===== src/hw/rtl/pdss_pkg.sv =====
package pdss_pkg;

   localparam int BUF_DEPTH_DEFAULT    = 256;
   localparam int MAX_SEGMENTS_DEFAULT = 128;
   localparam int QUEUE_DEPTH          = 4;

   localparam logic [7:0] SLASH_BYTE = 8'h2F;
   localparam logic [7:0] DOT_BYTE   = 8'h2E;

   localparam logic MODE_PUSH = 1'b0;
   localparam logic MODE_READ = 1'b1;

   typedef struct packed {
      logic       mode;
      logic [7:0] data_byte;
      logic       end_of_path;
   } req_type;

   typedef struct packed {
      logic [7:0] out_byte;
      logic       out_valid;
      logic       out_last;
      logic       overflow;
   } rsp_type;

   // classified item handed from the front to the back
   typedef struct packed {
      req_type req;
      logic    is_slash;
      logic    is_dot;
   } token_type;

endpackage


===== src/hw/rtl/pdss_ram.sv =====
module pdss_ram #(
   parameter int WIDTH = 8,
   parameter int DEPTH = pdss_pkg::BUF_DEPTH_DEFAULT
) (
   input  logic                     clock,
   input  logic                     wr_en,
   input  logic [$clog2(DEPTH)-1:0] wr_addr,
   input  logic [WIDTH-1:0]         wr_data,
   input  logic [$clog2(DEPTH)-1:0] rd_addr,
   output logic [WIDTH-1:0]         rd_data
);

   logic [WIDTH-1:0] mem_ff [DEPTH];
   logic [WIDTH-1:0] rd_data_ff;

   always_ff @(posedge clock) begin
      if (wr_en) begin
         mem_ff[wr_addr] <= wr_data;
      end
      rd_data_ff <= mem_ff[rd_addr];
   end

   assign rd_data = rd_data_ff;

endmodule


===== src/hw/rtl/pdss_fifo.sv =====
module pdss_fifo #(
   parameter type item_type = logic,
   parameter int  DEPTH     = pdss_pkg::QUEUE_DEPTH
) (
   input  logic                       clock,
   input  logic                       reset,
   input  logic                       push,
   input  item_type                   push_item,
   output logic                       full,
   input  logic                       pop,
   output item_type                   pop_item,
   output logic                       empty,
   output logic [$clog2(DEPTH+1)-1:0] count
);

   localparam int PTR_W = (DEPTH > 1) ? $clog2(DEPTH) : 1;
   localparam int CNT_W = $clog2(DEPTH + 1);

   item_type           store_ff [DEPTH];
   logic [PTR_W-1:0]   wr_ptr_ff, wr_ptr_in;
   logic [PTR_W-1:0]   rd_ptr_ff, rd_ptr_in;
   logic [CNT_W-1:0]   count_ff, count_in;
   logic               do_push, do_pop;

   assign full    = (count_ff == CNT_W'(DEPTH));
   assign empty   = (count_ff == '0);
   assign count   = count_ff;
   assign do_push = push && !full;
   assign do_pop  = pop && !empty;
   assign pop_item = store_ff[rd_ptr_ff];

   always_comb begin
      wr_ptr_in = wr_ptr_ff;
      rd_ptr_in = rd_ptr_ff;
      count_in  = count_ff;
      if (do_push) begin
         wr_ptr_in = (wr_ptr_ff == PTR_W'(DEPTH - 1)) ? '0 : wr_ptr_ff + 1'b1;
      end
      if (do_pop) begin
         rd_ptr_in = (rd_ptr_ff == PTR_W'(DEPTH - 1)) ? '0 : rd_ptr_ff + 1'b1;
      end
      case ({do_push, do_pop})
         2'b10:   count_in = count_ff + 1'b1;
         2'b01:   count_in = count_ff - 1'b1;
         default: count_in = count_ff;
      endcase
   end

   always_ff @(posedge clock) begin
      if (reset) begin
         wr_ptr_ff <= '0;
         rd_ptr_ff <= '0;
         count_ff  <= '0;
      end else begin
         wr_ptr_ff <= wr_ptr_in;
         rd_ptr_ff <= rd_ptr_in;
         count_ff  <= count_in;
      end
   end

   always_ff @(posedge clock) begin
      if (do_push) begin
         store_ff[wr_ptr_ff] <= push_item;
      end
   end

endmodule


===== src/hw/rtl/pdss_front.sv =====
module pdss_front (
   input  logic                  clock,
   input  logic                  reset,
   input  logic                  req_push,
   input  pdss_pkg::req_type     req_data,
   output logic                  req_full,
   input  logic                  tok_pop,
   output pdss_pkg::token_type   tok,
   output logic                  tok_empty
);

   pdss_pkg::token_type tok_in;

   // classify the byte once so the back only tests flags
   always_comb begin
      tok_in.req      = req_data;
      tok_in.is_slash = (req_data.data_byte == pdss_pkg::SLASH_BYTE);
      tok_in.is_dot   = (req_data.data_byte == pdss_pkg::DOT_BYTE);
   end

   pdss_fifo #(
      .item_type (pdss_pkg::token_type),
      .DEPTH     (pdss_pkg::QUEUE_DEPTH)
   ) u_tok_fifo (
      .clock     (clock),
      .reset     (reset),
      .push      (req_push),
      .push_item (tok_in),
      .full      (req_full),
      .pop       (tok_pop),
      .pop_item  (tok),
      .empty     (tok_empty),
      .count     ()
   );

endmodule


===== src/hw/rtl/pdss_back.sv =====
module pdss_back #(
   parameter int BUF_DEPTH    = pdss_pkg::BUF_DEPTH_DEFAULT,
   parameter int MAX_SEGMENTS = pdss_pkg::MAX_SEGMENTS_DEFAULT
) (
   input  logic                                       clock,
   input  logic                                       reset,
   input  logic                                       tok_empty,
   input  pdss_pkg::token_type                        tok,
   output logic                                       tok_pop,
   input  logic [$clog2(pdss_pkg::QUEUE_DEPTH+1)-1:0] out_count,
   output logic                                       rsp_push,
   output pdss_pkg::rsp_type                          rsp_item
);

   localparam int AW     = $clog2(BUF_DEPTH);
   localparam int LEN_W  = $clog2(BUF_DEPTH + 1);
   localparam int SAW    = $clog2(MAX_SEGMENTS);
   localparam int DEP_W  = $clog2(MAX_SEGMENTS + 1);
   localparam int OCNT_W = $clog2(pdss_pkg::QUEUE_DEPTH + 1);

   // path state
   logic [LEN_W-1:0] committed_ff, committed_in;
   logic [LEN_W-1:0] seglen_ff, seglen_in;
   logic             alldots_ff, alldots_in;
   logic [DEP_W-1:0] depth_ff, depth_in;
   logic [AW-1:0]    top_ff, top_in;
   logic [LEN_W-1:0] rdptr_ff, rdptr_in;
   logic             finished_ff, finished_in;
   logic             overflow_ff, overflow_in;
   logic             pend_ff, pend_in;
   logic [AW-1:0]    pend_addr_ff, pend_addr_in;

   // result stage
   logic              s2_valid_ff, s2_valid_in;
   logic              s2_ram_ff, s2_ram_in;
   pdss_pkg::rsp_type s2_item_ff, s2_item_in;

   // memories
   logic             buf_we;
   logic [AW-1:0]    buf_waddr, buf_raddr;
   logic [7:0]       buf_wdata, buf_rdata;
   logic             stk_we;
   logic [SAW-1:0]   stk_waddr, stk_raddr;
   logic [AW-1:0]    stk_rdata;
   logic [DEP_W-1:0] stk_rsel;

   // working values
   logic             issue;
   logic [LEN_W:0]   pos;
   logic [LEN_W-1:0] cl_len;
   logic             cl_dots;
   logic             byte_stored;
   logic [LEN_W-1:0] rd_next;

   assign issue = !tok_empty && !pend_ff &&
                  ((OCNT_W + 1)'(out_count) + (OCNT_W + 1)'(s2_valid_ff)
                   < (OCNT_W + 1)'(pdss_pkg::QUEUE_DEPTH));
   assign tok_pop = issue;

   assign rd_next   = rdptr_ff + 1'b1;
   assign buf_raddr = (rdptr_ff >= LEN_W'(BUF_DEPTH)) ? AW'(BUF_DEPTH - 1) : rdptr_ff[AW-1:0];
   assign stk_waddr = depth_ff[SAW-1:0];
   // prefetch the entry under the top for the next pop
   assign stk_rsel  = depth_in - DEP_W'(2);
   assign stk_raddr = stk_rsel[SAW-1:0];

   always_comb begin
      committed_in = committed_ff;
      seglen_in    = seglen_ff;
      alldots_in   = alldots_ff;
      depth_in     = depth_ff;
      top_in       = top_ff;
      rdptr_in     = rdptr_ff;
      finished_in  = finished_ff;
      overflow_in  = overflow_ff;
      pend_in      = 1'b0;
      pend_addr_in = pend_addr_ff;
      s2_valid_in  = 1'b0;
      s2_ram_in    = 1'b0;
      s2_item_in   = '0;
      buf_we       = 1'b0;
      buf_waddr    = committed_ff[AW-1:0];
      buf_wdata    = pdss_pkg::SLASH_BYTE;
      stk_we       = 1'b0;
      pos          = '0;
      cl_len       = seglen_ff;
      cl_dots      = alldots_ff;
      byte_stored  = 1'b0;

      if (pend_ff) begin
         // second write of an end byte: the '/' of the kept segment
         buf_we    = 1'b1;
         buf_waddr = pend_addr_ff;
      end else if (issue) begin
         s2_valid_in = 1'b1;
         if (tok.req.mode == pdss_pkg::MODE_PUSH) begin
            if (!finished_ff) begin
               if (!tok.is_slash) begin
                  pos = (LEN_W + 1)'(committed_ff) + (LEN_W + 1)'(1)
                        + (LEN_W + 1)'(seglen_ff);
                  if (pos < (LEN_W + 1)'(BUF_DEPTH)) begin
                     buf_we      = 1'b1;
                     buf_waddr   = pos[AW-1:0];
                     buf_wdata   = tok.req.data_byte;
                     cl_len      = seglen_ff + 1'b1;
                     cl_dots     = alldots_ff && tok.is_dot;
                     byte_stored = 1'b1;
                  end else begin
                     overflow_in = 1'b1;
                     cl_dots     = 1'b0;
                  end
               end
               seglen_in  = cl_len;
               alldots_in = cl_dots;
               if (tok.is_slash || tok.req.end_of_path) begin
                  seglen_in  = '0;
                  alldots_in = 1'b1;
                  if (cl_len == '0) begin
                     // empty segment: drop
                  end else if (cl_dots && cl_len == LEN_W'(1)) begin
                     // "." : drop
                  end else if (cl_dots && cl_len == LEN_W'(2)) begin
                     if (depth_ff != '0) begin
                        depth_in     = depth_ff - 1'b1;
                        committed_in = LEN_W'(top_ff);
                        top_in       = stk_rdata;
                     end
                  end else if (depth_ff == DEP_W'(MAX_SEGMENTS)) begin
                     overflow_in = 1'b1;
                  end else begin
                     stk_we       = 1'b1;
                     top_in       = committed_ff[AW-1:0];
                     depth_in     = depth_ff + 1'b1;
                     committed_in = committed_ff + LEN_W'(1) + cl_len;
                     if (byte_stored) begin
                        pend_in      = 1'b1;
                        pend_addr_in = committed_ff[AW-1:0];
                     end else begin
                        buf_we    = 1'b1;
                        buf_waddr = committed_ff[AW-1:0];
                     end
                  end
               end
               if (tok.req.end_of_path) begin
                  finished_in = 1'b1;
                  rdptr_in    = '0;
               end
            end
         end else if (finished_ff) begin
            s2_item_in.out_valid = 1'b1;
            if (committed_ff == '0) begin
               s2_item_in.out_byte = pdss_pkg::SLASH_BYTE;
               s2_item_in.out_last = 1'b1;
            end else begin
               s2_ram_in           = 1'b1;
               rdptr_in            = rd_next;
               s2_item_in.out_last = (rd_next >= committed_ff);
            end
            if (s2_item_in.out_last) begin
               committed_in = '0;
               seglen_in    = '0;
               alldots_in   = 1'b1;
               depth_in     = '0;
               rdptr_in     = '0;
               finished_in  = 1'b0;
            end
         end
         s2_item_in.overflow = overflow_in;
      end
   end

   always_ff @(posedge clock) begin
      if (reset) begin
         committed_ff <= '0;
         seglen_ff    <= '0;
         alldots_ff   <= 1'b1;
         depth_ff     <= '0;
         rdptr_ff     <= '0;
         finished_ff  <= 1'b0;
         overflow_ff  <= 1'b0;
         pend_ff      <= 1'b0;
         s2_valid_ff  <= 1'b0;
      end else begin
         committed_ff <= committed_in;
         seglen_ff    <= seglen_in;
         alldots_ff   <= alldots_in;
         depth_ff     <= depth_in;
         rdptr_ff     <= rdptr_in;
         finished_ff  <= finished_in;
         overflow_ff  <= overflow_in;
         pend_ff      <= pend_in;
         s2_valid_ff  <= s2_valid_in;
      end
   end

   always_ff @(posedge clock) begin
      top_ff       <= top_in;
      pend_addr_ff <= pend_addr_in;
      s2_ram_ff    <= s2_ram_in;
      s2_item_ff   <= s2_item_in;
   end

   always_comb begin
      rsp_item = s2_item_ff;
      if (s2_ram_ff) begin
         rsp_item.out_byte = buf_rdata;
      end
   end
   assign rsp_push = s2_valid_ff;

   pdss_ram #(
      .WIDTH (8),
      .DEPTH (BUF_DEPTH)
   ) u_path_buffer (
      .clock   (clock),
      .wr_en   (buf_we),
      .wr_addr (buf_waddr),
      .wr_data (buf_wdata),
      .rd_addr (buf_raddr),
      .rd_data (buf_rdata)
   );

   pdss_ram #(
      .WIDTH (AW),
      .DEPTH (MAX_SEGMENTS)
   ) u_segment_starts (
      .clock   (clock),
      .wr_en   (stk_we),
      .wr_addr (stk_waddr),
      .wr_data (committed_ff[AW-1:0]),
      .rd_addr (stk_raddr),
      .rd_data (stk_rdata)
   );

   a_pend_one_cycle: assert property (@(posedge clock) disable iff (reset)
      pend_ff |=> !pend_ff)
      else $error("slash write held for more than one cycle");

   a_depth_bound: assert property (@(posedge clock) disable iff (reset)
      depth_ff <= DEP_W'(MAX_SEGMENTS))
      else $error("segment stack depth beyond capacity");

   a_rdptr_bound: assert property (@(posedge clock) disable iff (reset)
      rdptr_ff == '0 || rdptr_ff < committed_ff)
      else $error("read pointer past committed length");

endmodule


===== src/hw/rtl/path_dot_segment_simplifier.sv =====
// A transaction passes the input queue, the result stage and the result queue
// before its result is on rsp_data.
// Throughput: one transaction per cycle while the result queue has room; a stored
// end-of-path byte closing a kept segment holds the engine for the second buffer write.
// Reset: synchronous; clears queues, path state and the sticky overflow flag.
// Path and segment memories are not cleared; no clearing pass follows reset.
module path_dot_segment_simplifier #(
   parameter int BUF_DEPTH    = pdss_pkg::BUF_DEPTH_DEFAULT,
   parameter int MAX_SEGMENTS = pdss_pkg::MAX_SEGMENTS_DEFAULT
) (
   input  logic              clock,
   input  logic              reset,
   input  logic              req_push,
   input  pdss_pkg::req_type req_data,
   output logic              req_full,
   output logic              rsp_empty,
   input  logic              rsp_pop,
   output pdss_pkg::rsp_type rsp_data
);

   // Front: classify each byte ('/' and '.') and queue it for the engine.
   pdss_pkg::token_type tok;
   logic                tok_empty;
   logic                tok_pop;

   // Back to result queue: one result per transaction, in order.
   logic                                       back_push;
   pdss_pkg::rsp_type                          back_item;
   logic [$clog2(pdss_pkg::QUEUE_DEPTH+1)-1:0] out_count;
   logic                                       out_full;

   pdss_front u_front (
      .clock     (clock),
      .reset     (reset),
      .req_push  (req_push),
      .req_data  (req_data),
      .req_full  (req_full),
      .tok_pop   (tok_pop),
      .tok       (tok),
      .tok_empty (tok_empty)
   );

   // Engine: drops empty and "." segments, pops on "..", appends the rest,
   // then streams the canonical path out on read transactions. It only takes
   // a transaction when the result queue has a free slot for it.
   pdss_back #(
      .BUF_DEPTH    (BUF_DEPTH),
      .MAX_SEGMENTS (MAX_SEGMENTS)
   ) u_back (
      .clock     (clock),
      .reset     (reset),
      .tok_empty (tok_empty),
      .tok       (tok),
      .tok_pop   (tok_pop),
      .out_count (out_count),
      .rsp_push  (back_push),
      .rsp_item  (back_item)
   );

   // Result queue: decouple the consumer from the engine.
   pdss_fifo #(
      .item_type (pdss_pkg::rsp_type),
      .DEPTH     (pdss_pkg::QUEUE_DEPTH)
   ) u_rsp_fifo (
      .clock     (clock),
      .reset     (reset),
      .push      (back_push),
      .push_item (back_item),
      .full      (out_full),
      .pop       (rsp_pop),
      .pop_item  (rsp_data),
      .empty     (rsp_empty),
      .count     (out_count)
   );

   // The engine's credit check must never let a result hit a full queue.
   a_no_drop: assert property (@(posedge clock) disable iff (reset)
      back_push |-> !out_full)
      else $error("result pushed into a full result queue");

endmodule


===== config.mk =====
export PLATFORM = sky130hd
export DESIGN_NAME = path_dot_segment_simplifier
export DESIGN_NICKNAME = d
export VERILOG_FILES = /design/src/hw/rtl/pdss_pkg.sv /design/src/hw/rtl/pdss_ram.sv /design/src/hw/rtl/pdss_fifo.sv /design/src/hw/rtl/pdss_front.sv /design/src/hw/rtl/pdss_back.sv /design/src/hw/rtl/path_dot_segment_simplifier.sv
export SDC_FILE = /design/constraint.sdc
export NUM_CORES = 2
export LEC_CHECK = 0
export CORE_UTILIZATION = 40
export DETAILED_ROUTE_END_ITERATION = 10
export DONT_BUFFER_PORTS = 1
export GPL_ROUTABILITY_DRIVEN = 0
export PLACE_DENSITY = 0.58
export SETUP_SLACK_MARGIN = 0.4
export SYNTH_ARGS = -nofsm -noshare
export SYNTH_HDL_FRONTEND = slang
export SYNTH_HIERARCHICAL = 1
export SYNTH_SLANG_ARGS = --single-unit

===== constraint.sdc =====
create_clock -name clock -period 22.9 [get_ports clock]
set_clock_uncertainty 0.05 [all_clocks]
set_input_delay 4.58 -clock clock [delete_from_list [all_inputs] [get_ports clock]]
set_output_delay 4.58 -clock clock [all_outputs]
set_load 0.005 [all_outputs]

==> results.md <==
* Result of the run: finished clean
* Layout overhead on the synthesized area at 12.0%
* Half-perimeter wire length after detailed placement at 189000 um
* Accumulated negative setup slack at 0 ns
* Initial cell density of the core at 0.403
* Vias in the first global route at 63100
* Core Box Area at 319000 um2
* Post-layout nets at 6369
* Number of sinks on the clock net at 3259
* Die boundary height at 568 um
* Unrepaired setup endpoints after global routing: no
* Crit path required time at 23.69 ns
* Routed WL per cell at 29.6 um
* Avg Synthesized Cell Area at 20.7 um2
* Final worst-path cycle share at 0.440
* FP Rows at 207
* Critical R2R Launch: u_back/committed_ff[0]$_SDFFE_PP0P_
* All-layer global routing usage at 0.195
* Maxcap violations at 0
* Depth of the worst register-to-register path at 22
* Maximum achievable frequency at 99.3 MHz
* Drt via density at 5.84
* Setup bufs post-CTS at 0
* Number of top-level pins at 27
* Clock tree from TritonCTS: done
* Worst Tran Pin Value at 1.35 ns
* Antenna violations before repair at 4
* Number of standard cells after synthesis at 6194
* Arrival time at the worst endpoint at 10.86 ns
* Source-to-sink clock delay at the later pin of the worst-skew pair at 0.94 ns
* Cell area power density at 94.9 nW/um2
* Combined area of all synthesized cells at 128000 um2
* Clock Root Buffer: clkbuf_16
* Count of unresolved DRC violations after routing at 0
* Slew HR at 0.103
* Post-layout minimum cycle time at 10.08 ns
* Leading cell type in the layout, fill and taps excluded: edfxtp_1
* Reg2Reg Setup Slack at 12.83 ns
* Number of input and output port buffers inserted at 0
* Total of cells resized after clock tree synthesis at 0
* Die footprint at 323000 um2
* Pre-antenna DRT Iters at 8
* Dpl cells at 10100
* Final setup fails at 0
* Max-slew violation count at 0
* Total nets after synthesis at 6260
* Proportion of layout cells with a drive suffix above 1 at 0.232
* Die Width at 568 um
* Post-DRT Antenna Nets at 0
* Worst setup SP type: flip-flop
* Non-filler cells, final at 10800
* # hold bufs at CTS at 0
* Kind of end point of the critical path: flip-flop
* Total grt overflow at 0
* Hold-critical path depth at 2
* Clock-pin slew reported for the worst setup and hold paths after clock tree synthesis at 0.06 ns
* Lkg Pwr at 43.3 nW
* Worst-case hold path end point: u_front/u_tok_fifo/rd_ptr_ff[0]$_SDFFE_PP0N_
* Min-Delay Path Class: flip-flop to flip-flop
* Worst Path Max Fanout at 115
* Total number of yosys warnings at 6
* Worst-case vdd ir drop at 0.0000841 V
* Filler cells at 26600
* Number of CTS-inserted buffers at 337
* Wire length reported by the detailed router at 319000 um
* Critical R2R Capture: u_back/u_segment_starts/rd_data[4]$_DFF_P_
* Largest net degree at the start of global routing at 201
* Global-route wire length before repair at 460000 um
* Max clock buf depth at 4
* H-tree depth at 5
* Drt initial violations at 6552
* Final count of hold timing violations at 0
* Hold Crit Start: u_front/u_tok_fifo/rd_ptr_ff[0]$_SDFFE_PP0N_
* Commonest cells after routing, fill and taps aside: edfxtp_1 (3180), mux4_2 (813), nor2_1 (486)
* Critical setup path kind: flip-flop to flip-flop
* Via count of the routed design at 62800
[where the power goes]
part | switching [mW] | total, mW | internal [mW]
logic | 0.850 | 1.31 | 0.457
registers | 0.0591 | 6.92 | 6.87
clock network | 2.28 | 5.41 | 3.13
[how the worst max path moves through the flow]
stage	from	end	cells after the start
detailed placement	u_back/committed_ff[0]$_SDFFE_PP0P_	u_back/u_segment_starts/rd_data[4]$_DFF_P_	22
CTS	u_back/committed_ff[0]$_SDFFE_PP0P_	u_back/u_segment_starts/rd_data[4]$_DFF_P_	22
finish	u_back/committed_ff[0]$_SDFFE_PP0P_	u_back/u_segment_starts/rd_data[4]$_DFF_P_	22
global route	u_back/committed_ff[0]$_SDFFE_PP0P_	u_back/u_segment_starts/rd_data[4]$_DFF_P_	22
floorplan	u_back/committed_ff[0]$_SDFFE_PP0P_	u_back/u_segment_starts/rd_data[0]$_DFF_P_	23
global placement	u_back/committed_ff[0]$_SDFFE_PP0P_	u_back/u_segment_starts/rd_data[4]$_DFF_P_	22
[per-layer routing]
metal / track usage / vias up / routed length (um)
li1: - / 26000 / -
met1: 0.268 / 34000 / 132000
met2: 0.324 / 2310 / 158000
met3: 0.0314 / 471 / 20700
met4: 0.0527 / 6 / 8280
met5: 0 / - / 42
[layout make-up]
| cell class | count | area (um2) | area share |
|---|---|---|---|
| Sequential cell | 3259 | 97100 | 0.675 |
| Multi-Input combinational cell | 2531 | 29300 | 0.204 |
| Clock buffer | 412 | 8920 | 0.0621 |
| Tap cell | 4180 | 5230 | 0.0364 |
| Clock inverter | 201 | 1950 | 0.0135 |
| Timing Repair Buffer | 130 | 1060 | 0.00740 |
| Inverter | 44 | 173 | 0.00120 |
| Antenna cell | 7 | 17.5 | 0.000122 |
[state kept, by name, indices dropped and copies added, names as in the netlist, 9 cells and up, named ones only]
name	count
u_front/u_tok_fifo/store_ff	48
u_back/seglen_ff	9
u_back/rdptr_ff	9
u_back/u_path_buffer/mem_ff	2048
u_rsp_fifo/store_ff	44
u_back/committed_ff	9
u_back/u_segment_starts/mem_ff	1024
[per-stage QoR]
| stage | hold slack, ns | utilization | worst slack (ns) | power [mW] | instance area [um2] |
|---|---|---|---|---|---|
| after floorplan | 0.388 | - | 14.79 | 7.96 | 128000 |
| after global placement | 0.414 | 0.417 | 12.71 | 8.33 | 133000 |
| after detailed placement | 0.431 | 0.417 | 12.57 | 8.38 | 133000 |
| after CTS | 0.447 | 0.451 | 12.59 | 13.8 | 144000 |
| after global routing | 0.458 | 0.451 | 11.96 | 14.1 | 144000 |
| final | 0.443 | 0.451 | 12.83 | 13.6 | 144000 |
[worst max-delay path, cell delays in order (launching register included)]
cell and delay (ns):
dfxtp_4 0.76, inv_1 0.22, ha_1 0.28, inv_1 0.08
fa_1 0.25, a211oi_2 0.11, or3_1 0.37, a311oi_2 0.41
nor3_2 0.18, nand4_1 0.20, mux2i_1 0.56, or4b_4 0.59
o21ai_1 0.16, nor2_2 0.09, o2bb2ai_1 0.17, a31oi_4 0.79
buf_4 0.82, buf_4 0.87, buf_12 0.65, mux4_2 0.61
mux4_2 0.57, mux4_2 0.57, mux2_2 0.29
(Power assumes the default switching activity.)
